`src/hdl/masked_shifted_sprite_blit_assert.svh`:
```
// ----------------------------------------------------------------------------
// Assertion macros for the sprite blitter
// Both macros sample on clk and stay quiet while rst_n is low.
// ----------------------------------------------------------------------------
`ifndef MASKED_SHIFTED_SPRITE_BLIT_ASSERT_SVH
`define MASKED_SHIFTED_SPRITE_BLIT_ASSERT_SVH

// Same-cycle implication.
`define MSB_ASSERT_IMP(label, ante, cons, msg) \
  label: assert property (@(posedge clk) disable iff (!rst_n) (ante) |-> (cons)) \
    else $error(msg);

// Next-cycle implication.
`define MSB_ASSERT_NXT(label, ante, cons, msg) \
  label: assert property (@(posedge clk) disable iff (!rst_n) (ante) |=> (cons)) \
    else $error(msg);

`endif

```
`src/hdl/msb_pkg.sv`:
```
// ----------------------------------------------------------------------------
// msb_pkg
// Shared types, defaults and constants of the masked sprite blitter.
// ----------------------------------------------------------------------------
package msb_pkg;

  // Default geometry of the frame store.
  localparam int ROW_BYTES_DEF = 32;
  localparam int ROWS_DEF      = 200;
  localparam int PLANES_DEF    = 3;

  // Fixed field widths of the item channels.
  localparam int ADDR_IN_W = 13;

  // Decode constants.
  localparam logic [7:0]        WIDTH_MASK = 8'h3f;
  localparam logic [7:0]        NIB_HI     = 8'hf0;
  localparam logic [7:0]        NIB_LO     = 8'h0f;
  localparam logic [7:0]        SHIFT_MASK = 8'h07;
  localparam logic signed [9:0] TOP_ROW    = 10'sd191;

  // Item operation codes.
  typedef enum logic [1:0] {
    OP_START = 2'd0,
    OP_PAIR  = 2'd1,
    OP_READ  = 2'd2
  } msb_op_t;

  // Controller state: clearing pass after reset, then normal operation.
  typedef enum logic {
    MSB_CLEAR = 1'b0,
    MSB_RUN   = 1'b1
  } msb_state_t;

  // Sprite settings that steer the pair encoder.
  typedef struct packed {
    logic       gfx_mode;
    logic [2:0] bit_shift;
    logic [2:0] plane_enable;
    logic       cpc_promote;
  } msb_pair_ctl_t;

endpackage

```
`src/hdl/msb_pair_enc.sv`:
```
// ----------------------------------------------------------------------------
// msb_pair_enc
// Turns one byte pair into per-plane mask and data words for the word at the
// pointer and for the word after it, including the right shift by x mod 8.
// ----------------------------------------------------------------------------
module msb_pair_enc import msb_pkg::*; #(
  parameter int PLANES = PLANES_DEF
) (
  input  msb_pair_ctl_t        ctl,
  input  logic [7:0]           byte_a,
  input  logic [7:0]           byte_b,
  output logic [8*PLANES-1:0]  mask_w0,
  output logic [8*PLANES-1:0]  data_w0,
  output logic [8*PLANES-1:0]  mask_w1,
  output logic [8*PLANES-1:0]  data_w1
);

  logic [7:0]        cpc_d0;
  logic [7:0]        cpc_d1;
  logic [7:0]        cpc_m;
  logic [PLANES+2:0] pe_wide;

  assign pe_wide = {PLANES'(0), ctl.plane_enable};

  // Two-plane nibble decode; clear overlaps, or promote plane-0-only bits.
  always_comb begin
    logic [7:0] d0;
    logic [7:0] d1;
    logic [7:0] c1;
    logic [7:0] c3;
    d1 = (byte_a & NIB_HI) | (byte_b >> 4);
    d0 = 8'((byte_a << 4) | (byte_b & NIB_LO));
    c1 = d0 & ~d1;
    c3 = d1 & d0;
    cpc_m = d1 | d0;
    if (ctl.cpc_promote) begin
      d1 = d1 | c1;
    end else begin
      d1 = d1 & ~c3;
      d0 = d0 & ~c3;
    end
    cpc_d0 = d0;
    cpc_d1 = d1;
  end

  // Per plane: pick mask and data, then split them across two words.
  always_comb begin
    logic [7:0]  pm;
    logic [7:0]  pd;
    logic [15:0] sm;
    logic [15:0] sd;
    for (int n = 0; n < PLANES; n++) begin
      if (!ctl.gfx_mode) begin
        pm = byte_a;
        pd = pe_wide[n] ? byte_b : 8'h00;
      end else if (n == 0) begin
        pm = cpc_m;
        pd = cpc_d0;
      end else if (n == 1) begin
        pm = cpc_m;
        pd = cpc_d1;
      end else begin
        pm = 8'h00;
        pd = 8'h00;
      end
      sm = {pm, 8'h00} >> ctl.bit_shift;
      sd = {pd, 8'h00} >> ctl.bit_shift;
      mask_w0[8*n +: 8] = sm[15:8];
      data_w0[8*n +: 8] = sd[15:8];
      mask_w1[8*n +: 8] = sm[7:0];
      data_w1[8*n +: 8] = sd[7:0];
    end
  end

endmodule

```
`config.mk`:
```
export PLATFORM = sky130hd
export DESIGN_NAME = msb_pair_enc
export DESIGN_NICKNAME = d
export VERILOG_FILES = /design/src/hdl/masked_shifted_sprite_blit_assert.svh /design/src/hdl/msb_pkg.sv /design/src/hdl/msb_pair_enc.sv
export SDC_FILE = /design/constraint.sdc
export NUM_CORES = 1
export LEC_CHECK = 0
export ABC_AREA = 1
export BUFFER_PORTS_ARGS = -buffer_cell sky130_fd_sc_hd__buf_4
export CAP_MARGIN = 20
export CORE_ASPECT_RATIO = 0.7
export CORE_MARGIN = 2
export CORE_UTILIZATION = 45
export DETAILED_ROUTE_END_ITERATION = 6
export PLACE_DENSITY = 0.79
export SYNTH_ARGS = -nofsm -noshare
export SYNTH_HDL_FRONTEND = slang
export SYNTH_SLANG_ARGS = --single-unit
export TNS_END_PERCENT = 50
```
`constraint.sdc`:
```
create_clock -name vclk -period 1.4
set_clock_uncertainty 0.1 [all_clocks]
set_input_delay 0.07 -clock vclk [all_inputs]
set_output_delay 0.07 -clock vclk [all_outputs]
set_load 0.01 [all_outputs]
```
* Word level (Yosys, flattened, before mapping)
Index checks and enable logic that the tools add are counted.
** Cells by class
- Muxes and demuxes :: 10
- Shift-type cells :: 5
- Bitwise operators :: 10
** Operators with widths (number)
- $mux 8 :: 10
- $shr 16x3->16 :: 5
- $and 8x8->8 :: 4
- $not 8->8 :: 2
- $or 8x4->8 :: 2
- $or 8x8->8 :: 2
** Storage, ports and cells
- Word-level logic and storage cells :: 25
- Register bits after elaboration :: 0
- Input port bits :: 24
- Output and inout port bits :: 96

* Logic depth before layout (Yosys ltp)
Gate-level depths: netlist of the first run.
- Word-level depth :: 7
- Mapped depth :: 12
- Depth with buffers taken out :: 10

* Least setup slack after synthesis of the first run
Ideal clock, no wire load.
- Kind :: input-to-output
- Start point :: input port ctl[7] in the netlist's numbering
- End point :: output port mask_w0[12]
- Arrival time :: 1.061 ns
- Buffers on the path :: 3
- Slack :: 0.169 ns
- Required time :: 1.230 ns
- Stages on the path :: 9
- Cells stage by stage :: buf_6 > buf_8 > nand2_2 > nand2_1 > nand2_1 > o21ai_0 > nand2_1 > a21oi_1 > buf_4
** Between the ends
- Word-level cells in the longest chain between the ends :: 2
** Ends and longest elaborated chain
- start, declared :: line msb_pair_enc.sv:9 : input msb_pair_ctl_t ctl,
- $mux 8
- $shr 16x3->16
- end, declared :: line msb_pair_enc.sv:12 : output logic [8*PLANES-1:0] mask_w0,
No other way between the ends.

* Worst setup path after layout of the first run
- Start point :: input port ctl[7] in the netlist's numbering
- End point :: output port data_w1[23]
** Between the ends
- Word-level cells in the longest chain between the ends :: 2
** Ends and longest elaborated chain
- $mux 8 :: line msb_pair_enc.sv:53 : if (!ctl.gfx_mode) begin
- $shr 16x3->16 :: line msb_pair_enc.sv:67 : sd = {pd, 8'h00} >> ctl.bit_shift;
- end, declared :: line msb_pair_enc.sv:15 : output logic [8*PLANES-1:0] data_w1
No other way between the ends.

==> results.yml, run 1 <==
logic_synthesis:
  synth_area_leaders: "nand2_1 (29%), nand3_1 (21%), buf_4 (8.4%)"
  synth.top_cell.area_share_pct: 29.2
  syn-instance-count: 497
  synth_area_leader_cell: "nand2_1"
  syn_area_per_cell_um2: 4.84
  synth_warnings: 0
  yosysMostFrequentCell: "nand2_1"
  ys_top_cells_by_count: "nand2_1 (187), nand3_1 (99), nor2_1 (31), buf_4 (27), buf_2 (22)"
  ys_types: 27
  synth_area_mm2: 0.00241
  ys_seq_area_share_pct: 0
route:
  wire_per_inst_um: 13.7
  dr.pass1.iters: 5
  num_vias: 3527
  drt_iter0_drc: 312
  post-route-drc-count: 0
  via_per_inst: 5.42
  wl_um: 8930
  ant_nets: 0
finish:
  fin_area_mm2: 0.00338
  n_sequential_cell: 0
  final.fill_count: 534
  n_antenna_cell: 0
  final_util_pct: 64.9
  seqCellArea_um2: 0
  final_cells: 651
  area_growth_pct: 40.3
  final_layout_size_suffix_gt1_share_pct: 33.7
  n_clock_buffer: 0
  nets: 605
worst_setup_path:
  path_class: "input pin to output port"
  critPathRequiredTime_ns: 1.23
  worstSetupEndpointType: "output port"
  worstPathArrival_ns: 1.20
  cp_max_fo: 11
  worst_setup_path_start_kind: "input pin"
die:
  fp.dieH_um: 65.2
  boundaryPins: 120
  die_x_um: 91.4
  core_mm2: 0.00520
  fp-row-count: 22
  start_util_pct: 46.2
  dieArea_mm2: 0.00596
clock_tree:
  cts_setup_buffers: 0
  hold_buffers: 0
timing:
  fmax_mhz: 732
  final_hold_viol_count: 0
  post-route-min-period_ns: 1.37
  rsz0062_at_grt: "yes"
  min_period_over_period_pct: 97.6
  slew_violations: 0
  whs_ns: 0.431
  setup_viol: 0
pwr:
  powerDensity_mw_per_mm2: 410
  ir_worst_vdd_mv: 0.244
  power_leakage_nw: 1.86
grt:
  gr-usage-all-layers_pct: 28.4
  grt_pass1_vias: 3025
  antenna_found_initial: 0
  grt_pass1_wl_um: 14400
  grt_max_degree: 58
  grt-ovfl-total: 0
worst_hold_path:
  hold_class: "input pin to output port"
  hold_depth: 3
place:
  gp_congestion: 0.924
  dp.cells: 651
  hpwl_um: 6840
  post_dp_cell_area_mm2: 0.00324
  place.port_buffers: 114
job:
  maxCapViolations: 0
status:
  status: "finished, final reports clean"
==> final cells by class <==
cell class	instances	area (um2)	area share [%]
inverters	17	66.3	1.96
multi-input cells	424	2080	61.6
well taps	72	90.1	2.67
repair buffers	138	1140	33.7
==> power by group <==
part,total (W),switching (W),internal [W]
sequential,0,0,0
clock,0,0,0
combinational,0.00138,0.000803,0.000581
==> logic make-up (layout without fill, tap and decap cells) <==
logic type | Yosys count | after routing | synth area share, %
other | 1 | 6 | 0.156
AO/OA/AOI/OAI | 38 | 38 | 8.84
AND/OR/NAND/NOR | 379 | 379 | 71.2
multiplexers | 1 | 1 | 0.416
buffers and inverters | 78 | 155 | 19.4
==> cells in the final DEF, fill, tap and decap left out, types with 12 or more instances in the layout <==
| cell | n |
|---|---|
| buf_4 | 128 |
| inv_1 | 12 |
| nand2_1 | 175 |
| nand2_2 | 24 |
| nand3_1 | 94 |
| nand3_2 | 13 |
| nand4_1 | 21 |
| nor2_1 | 25 |
| nor3_1 | 14 |
| o21ai_1 | 16 |
==> through the flow <==
| step | total power [W] | worst slack [ns] | setup TNS (ns) |
|---|---|---|---|
| 6_report | 0.00138 | 0.0334 | 0 |
| 5_1_grt | 0.00152 | -0.0386 | -0.229 |
| 4_1_cts | 0.00133 | 0.00122 | 0 |
| 3_5_place_dp | 0.00131 | -0.0663 | -0.729 |
| 3_3_place_gp | 0.00130 | -0.00857 | -0.0136 |
| 2_1_floorplan | 0.000823 | 0.169 | 0 |
==> worst paths after layout <==
kind / startpoint / to
worst max-delay path: ctl[7] / data_w1[23]
worst min-delay path: ctl[6] / mask_w0[4]
==> worst max-delay path: stages <==
cell and delay, ns:
buf_6 0.12, buf_12 0.14, buf_4 0.16, nor2_1 0.15
nand2_1 0.09, o211ai_1 0.12, nand3_1 0.12, nand2_1 0.11
buf_4 0.12
==> timing repair <==
| action | CTS | global route |
|---|---|---|
| cloned | 0 | 0 |
| resized for setup | 6 | 39 |
| setup endpoints to repair | 42 | 68 |
| pin swaps | 0 | 6 |
==> per-layer routing <==
layer / part of all wire [%] / global-route usage, %
met5: 0 / 0
met4: 0.60 / 3.22
met3: 6.7 / 2.06
met2: 48 / 49.4
met1: 45 / 39.6
No activity file was read; power rests on OpenSTA's default activity.
==> inputs of run 2 (changes only) <==
==> constraint.sdc (replaced) <==
create_clock -name vclk -period 1.4
set_clock_uncertainty 0.1 [all_clocks]
set_input_delay 0.21 -clock vclk [all_inputs]
set_output_delay 0.21 -clock vclk [all_outputs]
set_load 0.01 [all_outputs]
==> run 2 against run 1 <==
Net effect: utilization grew 9.7 points; hold slack improved by 0.32 ns; the run now ends with negative setup slack left; global-route usage grew 2.9 points; largest power group unchanged; cell count rose by 3.4%; via count grew 4.9%; critical path depth fell by 1.
==> results.yml, run 2 (synthesis results as in run 1) <==
worst_setup_path:
  worstPathArrival_ns: 1.36
  cp_max_fo: 19
  crit_slowest_cell: "buf_12"
  worstSetupEndpointType: "output port"
  critPathRequiredTime_ns: 1.09
  crit_chain: "buf_12, clkinvlp_4, buf_12, nand2_4, nand4_1, buf_4, nor3_2, buf_4"
  worst_setup_path_start_kind: "input pin"
  slowest_delay_ns: 0.19
  path_class: "input pin to output port"
finish:
  seqCellArea_um2: 0
  fin_area_mm2: 0.00388
  n_sequential_cell: 0
  final_cell_mix: "nand2_1 (162), buf_4 (138), nand3_1 (83)"
  mostFrequentLayoutCell: "nand2_1"
  n_antenna_cell: 0
  area_growth_pct: 61.3
  final_cells: 673
  nets: 627
  n_clock_buffer: 0
  final_layout_size_suffix_gt1_share_pct: 42.3
  final.fill_count: 456
timing:
  post-route-min-period_ns: 1.67
  rsz0062_at_grt: "yes"
  final_hold_viol_count: 0
  setup_viol: 87
  fmax_mhz: 600
  setup_ws_ns: -0.266
  whs_ns: 0.752
  min_period_over_period_pct: 119
  slew_violations: 0
route:
  wl_um: 9640
  post-route-drc-count: 0
  dr.pass1.iters: 5
  wire_per_inst_um: 14.3
  via_per_inst: 5.50
  num_vias: 3699
  ant_nets: 0
  drt_iter0_drc: 291
die:
  boundaryPins: 120
  die_x_um: 91.4
  dieArea_mm2: 0.00596
  core_mm2: 0.00520
  fp-row-count: 22
  fp.dieH_um: 65.2
  start_util_pct: 46.2
pwr:
  power.internal_w: 0.000691
  switching_power_w: 0.000883
  p_clk_share_pct: 0
  p_comb_share_pct: 100.0
  p_seq_share_pct: 0
  p_sw_share_pct: 56.1
  ir_worst_vdd_mv: 0.293
  power_leakage_nw: 2.07
  powerDensity_mw_per_mm2: 406
grt:
  grt-ovfl-total: 0
  antenna_found_initial: 0
  grt_max_degree: 40
  gr-usage-all-layers_pct: 31.2
  grt_pass1_wl_um: 15800
  grt_pass1_vias: 3235
clock_tree:
  hold_buffers: 0
place:
  gp_congestion: 0.928
  pre_cts_ws_ns: -0.328
  place.port_buffers: 114
  dp.cells: 670
  post_dp_cell_area_mm2: 0.00347
  hpwl_um: 7250
status:
  violations: "negative setup slack"
  status: "complete, but fails checks"
job:
  maxCapViolations: 0
worst_hold_path:
  hold_class: "input pin to output port"
==> run 2: cell count changes in the layout (fill, tap and decap cells not counted), sizes merged <==
| cell | change |
|---|---|
| inv | -1 |
| clkinvlp | +1 |
| buf | +22 |
==> run 2: final timing paths <==
path                  depth (start not counted)  startpoint  slack [ns]           to
worst min-delay path                          4   byte_a[7]        0.75  mask_w0[23]
worst max-delay path                          8      ctl[7]       -0.27   data_w1[1]
==> run 2: power groups by stage <==
stage	combinational, W	clock [W]	sequential, W
final	0.00157	0	0
after global placement	0.00138	0	0
after CTS	0.00153	0	0
after detailed placement	0.00140	0	0
after floorplan	0.000848	0	0
after global routing	0.00171	0	0
==> run 2: through the flow <==
stage / total power [W] / setup TNS (ns) / util, %
final: 0.00157 / -14.79 / 74.6
after floorplan: 0.000848 / -0.362 / -
after detailed placement: 0.00140 / -19.12 / 66.7
after global routing: 0.00171 / -21.61 / 74.6
after global placement: 0.00138 / -17.45 / 66.7
after CTS: 0.00153 / -12.61 / 73.1
==> run 2: what timing repair did <==
| action | in CTS | in global routing |
|---|---|---|
| gates resized for setup | 82 | 16 |
| pin swaps | 15 | 4 |
| setup buffers | 0 | 1 |
| hold endpoints to repair | 0 | 0 |
| setup endpoints to repair | 90 | 90 |
| gates cloned | 2 | 0 |
==> run 2: per-layer routing <==
metal  GRT usage, %  share of wire [%]
met5              0                  0
met4           4.73                1.2
met3          0.803                5.8
met2           56.0                 48
met1           42.9                 45
==> run 2: final cells by class <==
cell class         instances  area (um2)  area share (%)
inverters                 17        77.6            2.00
multi-input cells        424        2280            58.8
well taps                 72        90.1            2.32
repair buffers           160        1430            36.9
==> run 2: worst max-delay path: cells and delay by family <==
kind | cells | cell delay [ns]
buf+inv | 5 | 0.77
simple gates | 3 | 0.37
