--- src/hdl/masked_shifted_sprite_blit_assert.svh ---
// ----------------------------------------------------------------------------
// Assertion macros for the sprite blitter
// Both macros sample on clk and stay quiet while rst_n is low.
// ----------------------------------------------------------------------------
`ifndef MASKED_SHIFTED_SPRITE_BLIT_ASSERT_SVH
`define MASKED_SHIFTED_SPRITE_BLIT_ASSERT_SVH

// Same-cycle implication.
`define MSB_ASSERT_IMP(label, ante, cons, msg) \
  label: assert property (@(posedge clk) disable iff (!rst_n) (ante) |-> (cons)) \
    else $error(msg);

// Next-cycle implication.
`define MSB_ASSERT_NXT(label, ante, cons, msg) \
  label: assert property (@(posedge clk) disable iff (!rst_n) (ante) |=> (cons)) \
    else $error(msg);

`endif

--- src/hdl/msb_pkg.sv ---
// ----------------------------------------------------------------------------
// msb_pkg
// Shared types, defaults and constants of the masked sprite blitter.
// ----------------------------------------------------------------------------
package msb_pkg;

  // Default geometry of the frame store.
  localparam int ROW_BYTES_DEF = 32;
  localparam int ROWS_DEF      = 200;
  localparam int PLANES_DEF    = 3;

  // Fixed field widths of the item channels.
  localparam int ADDR_IN_W = 13;

  // Decode constants.
  localparam logic [7:0]        WIDTH_MASK = 8'h3f;
  localparam logic [7:0]        NIB_HI     = 8'hf0;
  localparam logic [7:0]        NIB_LO     = 8'h0f;
  localparam logic [7:0]        SHIFT_MASK = 8'h07;
  localparam logic signed [9:0] TOP_ROW    = 10'sd191;

  // Item operation codes.
  typedef enum logic [1:0] {
    OP_START = 2'd0,
    OP_PAIR  = 2'd1,
    OP_READ  = 2'd2
  } msb_op_t;

  // Controller state: clearing pass after reset, then normal operation.
  typedef enum logic {
    MSB_CLEAR = 1'b0,
    MSB_RUN   = 1'b1
  } msb_state_t;

  // Sprite settings that steer the pair encoder.
  typedef struct packed {
    logic       gfx_mode;
    logic [2:0] bit_shift;
    logic [2:0] plane_enable;
    logic       cpc_promote;
  } msb_pair_ctl_t;

endpackage

--- src/hdl/msb_ram.sv ---
// ----------------------------------------------------------------------------
// msb_ram
// Generic simple dual-port RAM: one write port, one registered read port.
// ----------------------------------------------------------------------------
module msb_ram import msb_pkg::*; #(
  parameter int WIDTH = 8,
  parameter int DEPTH = 64
) (
  input  logic                     clk,
  input  logic                     we,
  input  logic [$clog2(DEPTH)-1:0] waddr,
  input  logic [WIDTH-1:0]         wdata,
  input  logic [$clog2(DEPTH)-1:0] raddr,
  output logic [WIDTH-1:0]         rdata
);

  logic [WIDTH-1:0] mem_r [DEPTH];
  logic [WIDTH-1:0] rdata_r;

  // A read at the address being written returns the old word.
  always_ff @(posedge clk) begin
    if (we) begin
      mem_r[waddr] <= wdata;
    end
    rdata_r <= mem_r[raddr];
  end

  assign rdata = rdata_r;

endmodule

--- config.mk ---
export PLATFORM = sky130hd
export DESIGN_NAME = msb_ram
export DESIGN_NICKNAME = d
export VERILOG_FILES = /design/src/hdl/masked_shifted_sprite_blit_assert.svh /design/src/hdl/msb_pkg.sv /design/src/hdl/msb_ram.sv
export SDC_FILE = /design/constraint.sdc
export NUM_CORES = 1
export LEC_CHECK = 0
export BUFFER_PORTS_ARGS = -buffer_cell sky130_fd_sc_hd__buf_2
export CAP_MARGIN = 25
export CORE_AREA = 2 2 244 246
export DETAILED_ROUTE_END_ITERATION = 7
export DIE_AREA = 0 0 246 248
export HOLD_SLACK_MARGIN = 0.03
export SYNTH_ARGS = -nofsm -noshare
export SYNTH_HDL_FRONTEND = slang
export SYNTH_SLANG_ARGS = --single-unit
--- constraint.sdc ---
create_clock -name clk -period 4.8 [get_ports clk]
set_input_delay 0.48 -clock clk [delete_from_list [all_inputs] [get_ports clk]]
set_output_delay 0.48 -clock clk [all_outputs]
set_load 0.05 [all_outputs]
# Word level (Yosys, flattened, before mapping)
# Memory sizes are Yosys's and may differ from the RTL's. A register that Yosys moved wholly into a read port is not among the register bits.
# Cells that the tools add are included.
[totals]
reg_bits = 0
latch_bits = 0
ramBits = 512
romBits = 0
in_bits = 22
output_inout_bits = 8
word_cells = 3
memories = 1
[classes]
add_sub_neg = 0
n_mul = 0
div_mod_pow = 0
magnitude_cmp = 0
n_eq_ne = 0
shifts = 0
mux = 2
bitwise = 0
reduce_logical = 0
[memory_table]
columns = ["memory", "words", "word_bits", "read_ports", "rd_ports_with_merged_regs", "write_ports", "line_no", "source"]
rows = [
  ["mem_r", 64, 8, 1, 1, 1, "msb_ram.sv:17", "logic [WIDTH-1:0] mem_r [DEPTH];"],
]
[op_table]
columns = ["op", "n"]
rows = [
  ["$mux 1", 2],
]

# Logic depth before layout (Yosys ltp)
# Gate-level depths: netlist of the first run.
[logic_depth]
word_depth = 2
mapped_depth = 9
depth_no_buf = 5

# Least setup slack after synthesis of the first run
# Ideal clock, no wire load.
[synth_timing]
path_kind = "in2reg"
from = "input port raddr[1]"
to = "register rdata_r[3] (netlist: rdata[3]) (read register of mem_r)"
setup_ns = 0.128
t_arrival_ns = 2.020
t_required_ns = 4.672
path_slack_ns = 2.652
stages = 7
path_buffers = 3
path_cell_list = "buf_4 > buf_2 > buf_2 > mux4_2 > mux4_2 > o21ai_1 > o41ai_1"
[synth_rtl]
columns = ["element", "line_no", "source"]
rows = [
  ["start: declaration", "msb_ram.sv:13", "input logic [$clog2(DEPTH)-1:0] raddr,"],
  ["end: declaration", "msb_ram.sv:18", "logic [WIDTH-1:0] rdata_r;"],
]

==> run_results.csv, run 1 <==
group,metric,value,unit
critical_path,start_kind,"input pin",
timing,clock_skew,0.0129,ns
synth,yosys_most_used_dff,"edfxtp_1",
timing,setup_viol,0,
placement,place_worst_setup_slack,1.70,ns
timing,clock.fmax,0.414,GHz
cts,post-cts-setup-buffer-count,0,
synth,synthCells,940,
cts,total_clock_buffers_created_by_cts,50,
grt,globalRoute.totalOverflow,0,
finish,area_delta_synth_final,13.5,%
synth,combinational_family_with_the_most_area_after_synthesis,"multiplexers",
timing,timing.final.ws_setup,2.38,ns
timing,hold_violation_total_from_the_final_report,0,
critical_path,cp.arrival,2.87,ns
placement,dpl_cell_area,0.0212,mm^2
synth,post_synth_xor_area_fraction,0,
drt,initialDrtViolationCount,770,
grt,grt_usage,0.148,
finish,layout.core_utilization,0.392,
critical_path,crit_path_class,"input pin to register",
critical_path,worstPathMaxFanout,52,
drt,drtAntennaViolNets,0,
drt,postRouteWirelength,44300,um
drt,route.detailed.drc,0,
die,top_level_ports,30,
pwr,cellPowerDensity,416,mW/mm^2
timing,final_period_minus_worst_setup_slack,2.42,ns
placement,place_inst,1709,
drt,vias_per_cell,5.20,
drt,routed_wire_length_per_instance,24.5,um
timing,finalMaxSlewViolations,0,
die,fp.coreArea,0.0585,mm^2
synth,post_synth_mux_area_share,0.159,
cts,clock_insertion_delay_worst_skew,0.58,ns
timing,final.period_utilization,0.503,
grt,maximum_number_of_pins_on_one_net_before_global_route_repair,65,
die,die_w,246,um
pwr,p_leak,7.01,nW
placement,port-buffer-count,29,
finish,layout-drive-gt1-share,0.251,
synth,synthesis.nets,962,
drt,route.vias.total,9380,
flow_run,cap_violations,0,
synth,mappedNetlistArea,0.0202,mm^2
cts,path_clk_slew,0.06,ns
cts,tritoncts,"built",
synth,ys_seq_elements,520,
grt,global_route_wire_length_before_repair,65300,um
placement,place.detailed.hpwl,27300,um
critical_path,ff_to_ff_setup_slack,2.79,ns
synth,post_synth_and_or_nand_nor_area_fraction,0.0339,
synth,synth_compound_area_frac,0.0207,
grt,grt_antenna_before_repair,2,
die,dieArea,0.0610,mm^2
critical_path,worst-endpoint-required,5.26,ns
pwr,total_power,9.52,mW
placement,routabilityCongestion,0.791,
cts,holdBufCountCts,0,
die,initial_utilization,0.345,
cts,ctsLongestPathBuffers,3,
critical_path,nature_of_the_critical_path_endpoint,"register",
finish,finish.net_count,1013,
synth,ys.warnings.count,0,
outcome,result_of_the_run,"finished, final reports clean",
drt,first_pass_iters,5,
synth,netlist_top_cells_area,"edfxtp_1 (76%), mux4_2 (14%), nor2_1 (1.5%), mux2i_1 (1.1%), dfxtp_1 (0.79%)",
synth,synth_top_area_share,0.762,
timing,slew_at_the_pin_with_the_worst_max_slew_slack,1.07,ns
synth,count_of_different_cell_masters_after_synthesis,40,
timing,timing.max_slew.rel_slack,0.284,
synth,synth_fa_ha_area_frac,0,
grt,first_global_vias,9674,
finish,layout.cell_area.non_filler,0.0229,mm^2
pwr,vdd_ir_drop_max,0.207,mV
cts,cts_sinks,520,
die,die_height,248,um
die,site_row_count,89,
synth,synth_seq_area_share,0.770,
cts,cts.htree.levels,2,
synth,synth_enable_flop_cells,512,
cts,cts_root_buffer,"clkbuf_16",
synth,async_reset_ff_frac,0,
synth,synth_area_leader_cell,"edfxtp_1",
worst_hold_path,hp-class,"input pin to register",
cts,cts-resized-gates,0,
timing,fin_hold_ws,0.263,ns
timing,timing.setup.tns,0,ns
timing,grt_setup_unrepaired,"no",
finish,count_of_placed_standard_cells_in_the_final_layout_fillers_left_out,1805,
finish,antenna_cells_inserted,0,
synth,synthesis.area_per_instance,21.5,um^2
==> routing by layer <==
layer	part of all wire	track usage
met5	0.00050	0
met4	0.023	0.0501
met3	0.065	0.0295
met2	0.49	0.241
met1	0.42	0.200
==> logic make-up (layout without fill, tap and decap cells) <==
kind of cell / after synthesis / count (layout)
muxes: 162 / 162
and+or+nand+nor: 153 / 153
AOI/OAI and AO/OA: 54 / 54
DFF: 520 / 520
buffers and inverters: 51 / 143
==> worst max-delay path, cell delays in order <==
cell and delay (ns):
clkbuf_8 0.37, buf_12 0.40, mux4_2 0.55, mux2_2 0.29, o221a_2 0.27, nor3_1 0.31
o32ai_1 0.14
==> worst paths after layout <==
check | cells past startpoint | to | startpoint
setup / recovery | 7 | rdata[4] | raddr[0]
hold / removal | 1 | mem_r[0][7] | wdata[7]
hold reg to reg | 4 | rdata[0] | mem_r[34][0]
setup reg to reg | 4 | rdata[2] | mem_r[45][2]
==> area by class of cell <==
type / count / area [um^2]
clock buffer: 61 / 1360
timing repair buffer: 50 / 392
clock inverter: 32 / 319
tap: 773 / 967
sequential: 520 / 15500
multi-input combinational: 369 / 4320
fill: 5143 / 35600
==> synthesized netlist by cell type, types with 4 or more instances <==
| cell type | number |
|---|---|
| clkbuf_1 | 17 |
| mux2i_1 | 23 |
| nor2_1 | 83 |
| nand3_1 | 13 |
| a221oi_1 | 6 |
| buf_4 | 13 |
| o221ai_1 | 8 |
| nand2b_1 | 7 |
| buf_2 | 11 |
| o22ai_1 | 8 |
| edfxtp_1 | 512 |
| nor3_1 | 7 |
| dfxtp_1 | 8 |
| nand2_1 | 19 |
| nor2b_1 | 14 |
| buf_1 | 4 |
| buf_6 | 4 |
| a211oi_1 | 4 |
| mux2_2 | 13 |
| mux4_2 | 126 |
==> state kept, by name, summed over array words and instances, names as in the netlist <==
name / flops
rdata: 8
mem_r: 512
==> power by group <==
part | total [mW] | switching (mW) | internal (mW)
registers | 5.04 | 0.0164 | 5.03
logic | 0.487 | 0.310 | 0.177
clock network | 4.00 | 1.62 | 2.37
==> cells in the final DEF (no fill, tap or decap), types with 8 or more instances in the layout <==
cell,count
buf_2,26
buf_4,17
clkbuf_1,8
clkbuf_16,53
clkinv_1,18
dfxtp_1,8
edfxtp_1,512
mux2_2,13
mux2i_1,23
mux4_2,126
nand2_1,19
nand3_1,13
nor2_1,83
nor2b_1,14
o221ai_1,8
o22ai_1,8
Note: power is estimated with default switching activity, not from simulation.
==> run 2, diff against run 1 <==
ABC_AREA = 1   (was default)
CORE_AREA = 2 2 250 252   (was 2 2 244 246)
DIE_AREA = 0 0 252 254   (was 0 0 246 248)
clock period = 2.07 ns   (was 4.8 ns; I/O delays follow)
==> run 2 against run 1 <==
Worst setup slack got worse by 1.9 ns. Utilization increased by 1.1 points. Sequential cell count is the same. Clock power grew 140%. Register-to-register slack lost 2.1 ns. Power up 140%. Worst hold slack lost 0.17 ns. Critical endpoint is now rdata[7]. Largest cell class unchanged. Highest routed layer unchanged.
==> run_results.csv, run 2 <==
group,metric,value,unit
cts,cts_root_buffer,"clkbuf_16",
finish,regMostFlops,"mem_r",
cts,cts_sinks,520,
timing,timing.max_slew.rel_slack,0.318,
grt,global_route_wire_length_before_repair,82600,um
drt,postRouteWirelength,54900,um
drt,routed_wire_length_per_instance,20.1,um
critical_path,critical-path-top-delay-family,"flip-flops",
synth,netlist_top_cells_count,"nand2_1 (648), edfxtp_1 (512), nand3_1 (439)",
timing,timing.final.ws_setup,0.488,ns
critical_path,worstPathMaxFanout,1,
finish,antenna_cells_inserted,0,
cts,path_clk_slew,0.06,ns
die,dieArea,0.0640,mm^2
synth,synthCells,1805,
synth,count_of_different_cell_masters_after_synthesis,16,
drt,initialDrtViolationCount,1591,
finish,mostFrequentLayoutCells,"nand2_1 (648), edfxtp_1 (512), nand3_1 (439), buf_4 (95), nor2_1 (56)",
pwr,cellPowerDensity,927,mW/mm^2
drt,route.vias.total,14000,
synth,ys.warnings.count,0,
cts,total_clock_buffers_created_by_cts,53,
timing,final.period_utilization,0.764,
placement,port-buffer-count,29,
pwr,vdd_ir_drop_max,0.565,mV
timing,slew_at_the_pin_with_the_worst_max_slew_slack,1.02,ns
finish,layout.core_utilization,0.402,
placement,place_worst_setup_slack,0.125,ns
synth,mappedNetlistArea,0.0213,mm^2
cts,ctsLongestPathBuffers,3,
synth,synthesis.nets,1827,
synth,synth_area_leader_cell,"edfxtp_1",
cts,clock_insertion_delay_worst_skew,0.60,ns
critical_path,crit_path_class,"register to output pin",
synth,async_reset_ff_frac,0,
finish,layout-drive-gt1-share,0.120,
finish,finish.net_count,1918,
critical_path,cp.arrival,1.38,ns
grt,first_global_vias,13300,
grt,grt_usage,0.171,
critical_path,nature_of_the_critical_path_endpoint,"output pin",
die,die_w,252,um
placement,place.detailed.hpwl,32400,um
synth,synth_most_common_cell,"nand2_1",
drt,vias_per_cell,5.12,
cts,cts.htree.levels,2,
die,site_row_count,91,
drt,route.detailed.drc,0,
synth,synthesis.area_per_instance,11.8,um^2
critical_path,worst-endpoint-required,1.86,ns
timing,hold_violation_total_from_the_final_report,0,
timing,setup_viol,0,
flow_run,cap_violations,0,
timing,grt_setup_unrepaired,"no",
drt,drtAntennaViolNets,0,
drt,first_pass_iters,7,
critical_path,cp_bufs_invs,1,
synth,ys_seq_elements,520,
critical_path,critPathSlowestCell,"dfxtp_1",
grt,grt_antenna_before_repair,3,
synth,netlist_top_cells_area,"edfxtp_1 (72%), nand2_1 (11%), nand3_1 (10%), buf_6 (1.8%), nor2_1 (0.99%)",
outcome,result_of_the_run,"finished, final reports clean",
timing,timing.setup.tns,0,ns
timing,finalMaxSlewViolations,0,
grt,globalRoute.totalOverflow,0,
die,die_height,254,um
die,top_level_ports,30,
critical_path,critical_path_cell_by_cell,"buf_2",
timing,final_period_minus_worst_setup_slack,1.58,ns
finish,n_fill_cell,5743,
pwr,p_leak,8.97,nW
timing,clock.fmax,0.632,GHz
finish,final_common_cell,"nand2_1",
synth,yosys_most_used_dff,"edfxtp_1",
finish,area_delta_synth_final,15.5,%
timing,clock_skew,0.0123,ns
finish,largest_reg_flops,512,
cts,tritoncts,"built",
critical_path,start_kind,"register",
synth,synth_top_area_share,0.720,
critical_path,critPathMaxStageDelay,0.46,ns
die,initial_utilization,0.348,
worst_hold_path,hp-class,"input pin to register",
die,fp.coreArea,0.0613,mm^2
synth,synth_enable_flop_cells,512,
placement,routabilityCongestion,0.835,
grt,maximum_number_of_pins_on_one_net_before_global_route_repair,83,
synth,synth_seq_area_share,0.728,
-- run 2: cell count changes after synthesis, sizes merged, moves of 7 or more --
cell    change
inv        +12
mux2       -13
o22ai       -8
nand4       +7
mux2i      -23
nor2       -27
nor2b      -14
nand2b      -7
nor3        -7
mux4      -126
nand2     +629
buf        +64
o221ai      -8
nand3     +426
-- run 2: area by class of cell --
type	count	area (um^2)	share of cell area
inverters	12	52.6	0.00213
flip-flops and latches	520	15500	0.630
well taps	790	988	0.0401
repair buffers	149	1370	0.0557
multi-input cells	1160	4950	0.201
clock inverters	28	294	0.0119
clock buffers	70	1450	0.0590
-- run 2: final timing paths --
kind | start | end | slack (ns) | depth (start not counted)
setup reg to reg | mem_r[19][3] | rdata[3] | 0.71 | 8
setup / recovery | rdata[7] | rdata[7] | 0.49 | 1
hold reg to reg | mem_r[40][3] | rdata[3] | 0.80 | 8
hold / removal | raddr[4] | rdata[6] | 0.09 | 4
-- run 2: power breakdown --
| part | internal [mW] | total (mW) | switching, mW |
|---|---|---|---|
| sequential | 11.7 | 11.7 | 0.0511 |
| clock | 5.68 | 9.63 | 3.95 |
| combinational | 0.414 | 1.52 | 1.10 |
| total | 17.7 | 22.8 | 5.10 |
-- run 2: metrics by stage --
stage / power [mW] / area [um^2] / hold WS [ns] / std cells
6_report: 22.8 / 24600 / 0.0884 / 2729
4_1_cts: 23.0 / 24600 / 0.0447 / 2729
3_3_place_gp: 13.4 / 22900 / 0.585 / 2630
2_1_floorplan: 12.8 / 21300 / 0.306 / 1805
5_1_grt: 23.5 / 24600 / 0.104 / 2729
3_5_place_dp: 13.4 / 22900 / 0.587 / 2630
-- run 2: timing repair --
item	CTS	global route
endpoints found under the hold margin	6	0
hold buffers	1	0
buffers inserted	0	0
resized for setup	0	0
-- run 2: worst reg2reg max path, stage by stage, from the launching register on --
cell      delay [ns]
edfxtp_1        0.37
nand2_1         0.09
nand3_1         0.07
nand3_1         0.15
nand2_1         0.09
nand2_1         0.07
nand3_1         0.17
nand3_1         0.18
nand2_1         0.06
-- run 2: cell families after synthesis --
| logic type | Yosys count | share of synthesized area |
|---|---|---|
| simple gates | 1160 | 0.232 |
| buf+inv | 125 | 0.0402 |
| flops | 520 | 0.728 |
-- run 2: routing by layer --
layer | up-vias | track usage | wire length (um)
met1 | 6759 | 0.246 | 24300
met2 | 577 | 0.263 | 24700
met4 | 4 | 0.0536 | 1380
li1 | 6528 | - | -
met5 | - | 0 | 27
met3 | 91 | 0.0312 | 4540
==> run 3, diff against run 2 <==
clock period = 1.5 ns   (was 2.07 ns; I/O delays follow)
==> run 3 against run 2 <==
Combinational power is 51% higher. Power is 36% higher. Register-to-register slack worse by 0.58 ns. Highest routed layer unchanged. Clock skew is 0.016 ns higher.
==> run_results.csv, run 3 (synthesis gave the netlist of run 2 again) <==
group,metric,value,unit
grt,maximum_number_of_pins_on_one_net_before_global_route_repair,65,
drt,first_pass_iters,5,
grt,global_route_wire_length_before_repair,84600,um
critical_path,nature_of_the_critical_path_endpoint,"output pin",
pwr,power.share.switching,0.226,
pwr,p_leak,9.13,nW
finish,largest_reg_flops,512,
timing,grt_setup_unrepaired,"no",
finish,mostFrequentLayoutCells,"nand2_1 (648), edfxtp_1 (512), nand3_1 (438), buf_4 (110), clkbuf_16 (52)",
cts,cts_sinks,520,
cts,clock_insertion_delay_worst_skew,0.60,ns
cts,path_clk_slew,0.06,ns
finish,area_delta_synth_final,18.4,%
timing,final_period_minus_worst_setup_slack,1.48,ns
timing,clock_skew,0.0284,ns
finish,regMostFlops,"mem_r",
critical_path,critPathSlowestCell,"dfxtp_1",
drt,vias_per_cell,5.14,
timing,finalMaxSlewViolations,0,
timing,timing.max_slew.rel_slack,0.514,
cts,cts_root_buffer,"clkbuf_16",
timing,timing.setup.tns,0,ns
finish,layout.core_utilization,0.412,
worst_hold_path,hp-class,"input pin to register",
timing,fin_hold_ws,0.0707,ns
die,dieArea,0.0640,mm^2
critical_path,cp_bufs_invs,1,
finish,layout-drive-gt1-share,0.151,
pwr,p_switching,7.01,mW
die,die_height,254,um
die,fp.coreArea,0.0613,mm^2
timing,setup_viol,0,
critical_path,worstPathMaxFanout,1,
cts,tritoncts,"built",
cts,total_clock_buffers_created_by_cts,52,
drt,route.detailed.drc,0,
timing,timing.final.ws_setup,0.0184,ns
grt,grt_antenna_before_repair,1,
timing,hold_violation_total_from_the_final_report,0,
placement,routabilityCongestion,0.840,
critical_path,critPathMaxStageDelay,0.49,ns
cts,cts.htree.levels,2,
timing,slew_at_the_pin_with_the_worst_max_slew_slack,0.726,ns
critical_path,critical_path_cell_by_cell,"buf_4",
grt,first_global_vias,13500,
flow_run,cap_violations,0,
timing,final.period_utilization,0.988,
finish,antenna_cells_inserted,0,
drt,routed_wire_length_per_instance,20.3,um
placement,place_inst,2665,
critical_path,worst-path-stages,1,
critical_path,start_kind,"register",
pwr,cellPowerDensity,1230,mW/mm^2
grt,grt_usage,0.176,
critical_path,critical-path-top-delay-family,"flip-flops",
pwr,internal_power_consumption,24.0,mW
finish,count_of_placed_standard_cells_in_the_final_layout_fillers_left_out,2760,
worst_hold_path,min_delay_path_depth,1,
critical_path,r2r_cells,8,
die,die_w,252,um
critical_path,worst-endpoint-required,1.35,ns
pwr,power.combinational.fraction,0.074,
critical_path,cp.arrival,1.33,ns
pwr,clockPowerShare,0.405,
timing,clock.fmax,0.675,GHz
die,top_level_ports,30,
cts,ctsLongestPathBuffers,3,
pwr,seqPwrFrac,0.521,
pwr,vdd_ir_drop_max,0.770,mV
die,initial_utilization,0.348,
drt,initialDrtViolationCount,1531,
placement,place.detailed.hpwl,34600,um
cts,post-cts-setup-buffer-count,0,
placement,port-buffer-count,29,
finish,finish.net_count,1954,
drt,drtAntennaViolNets,0,
placement,place_worst_setup_slack,-0.265,ns
drt,route.vias.total,14200,
critical_path,crit_path_class,"register to output pin",
drt,postRouteWirelength,56000,um
finish,final_common_cell,"nand2_1",
outcome,result_of_the_run,"finished, final reports clean",
die,site_row_count,91,
grt,globalRoute.totalOverflow,0,
run 3: cell count changes in the layout (fill, tap and decap cells not counted), sizes merged:
cell,change
buf,+35
bufinv,-2
clkbuf,-2
clkinv,-4
clkinvlp,+3
dlygate4sd3,+2
inv,-1
run 3: what timing repair did:
action                                  CTS  global route
endpoints found under the setup margin    2             2
gates resized for setup                   2             2
hold buffers                              3             0
gates cloned                              0             0
hold endpoints to repair                 18             0
run 3: routing by layer:
metal	part of all wire	global-route usage
met1	0.44	0.249
met2	0.45	0.275
met3	0.086	0.0394
met4	0.020	0.0429
met5	0.00027	0
run 3: per-stage QoR:
stage               area, um^2  total power [mW]
floorplan                21500              17.7
global placement         23600              18.7
detailed placement       23600              18.7
CTS                      25300              31.2
global route             25300              32.0
finish                   25300              31.0
run 3: worst paths after layout:
| kind | startpoint | slack (ns) | end |
|---|---|---|---|
| hold reg to reg | mem_r[58][7] | 0.83 | rdata[7] |
| setup / recovery | rdata[4] | 0.02 | rdata[4] |
| hold / removal | wdata[0] | 0.07 | mem_r[21][0] |
| setup reg to reg | mem_r[19][5] | 0.13 | rdata[5] |
run 3: area by class of cell:
class                   instances  area, um^2
clock inverters                24         238
inverters                      12        63.8
fillers                      5688       36000
flip-flops and latches        520       15500
well taps                     790         988
repair buffers                186        1940
clock buffers                  68        1390
multi-input cells            1160        5110
run 3: power by group through the flow:
stage | logic [mW] | registers (mW) | clock network (mW)
3_5_place_dp | 2.28 | 16.4 | 0
2_1_floorplan | 1.16 | 16.5 | 0
3_3_place_gp | 2.26 | 16.4 | 0
6_report | 2.29 | 16.1 | 12.6
4_1_cts | 2.29 | 16.1 | 12.8
5_1_grt | 2.49 | 16.1 | 13.3
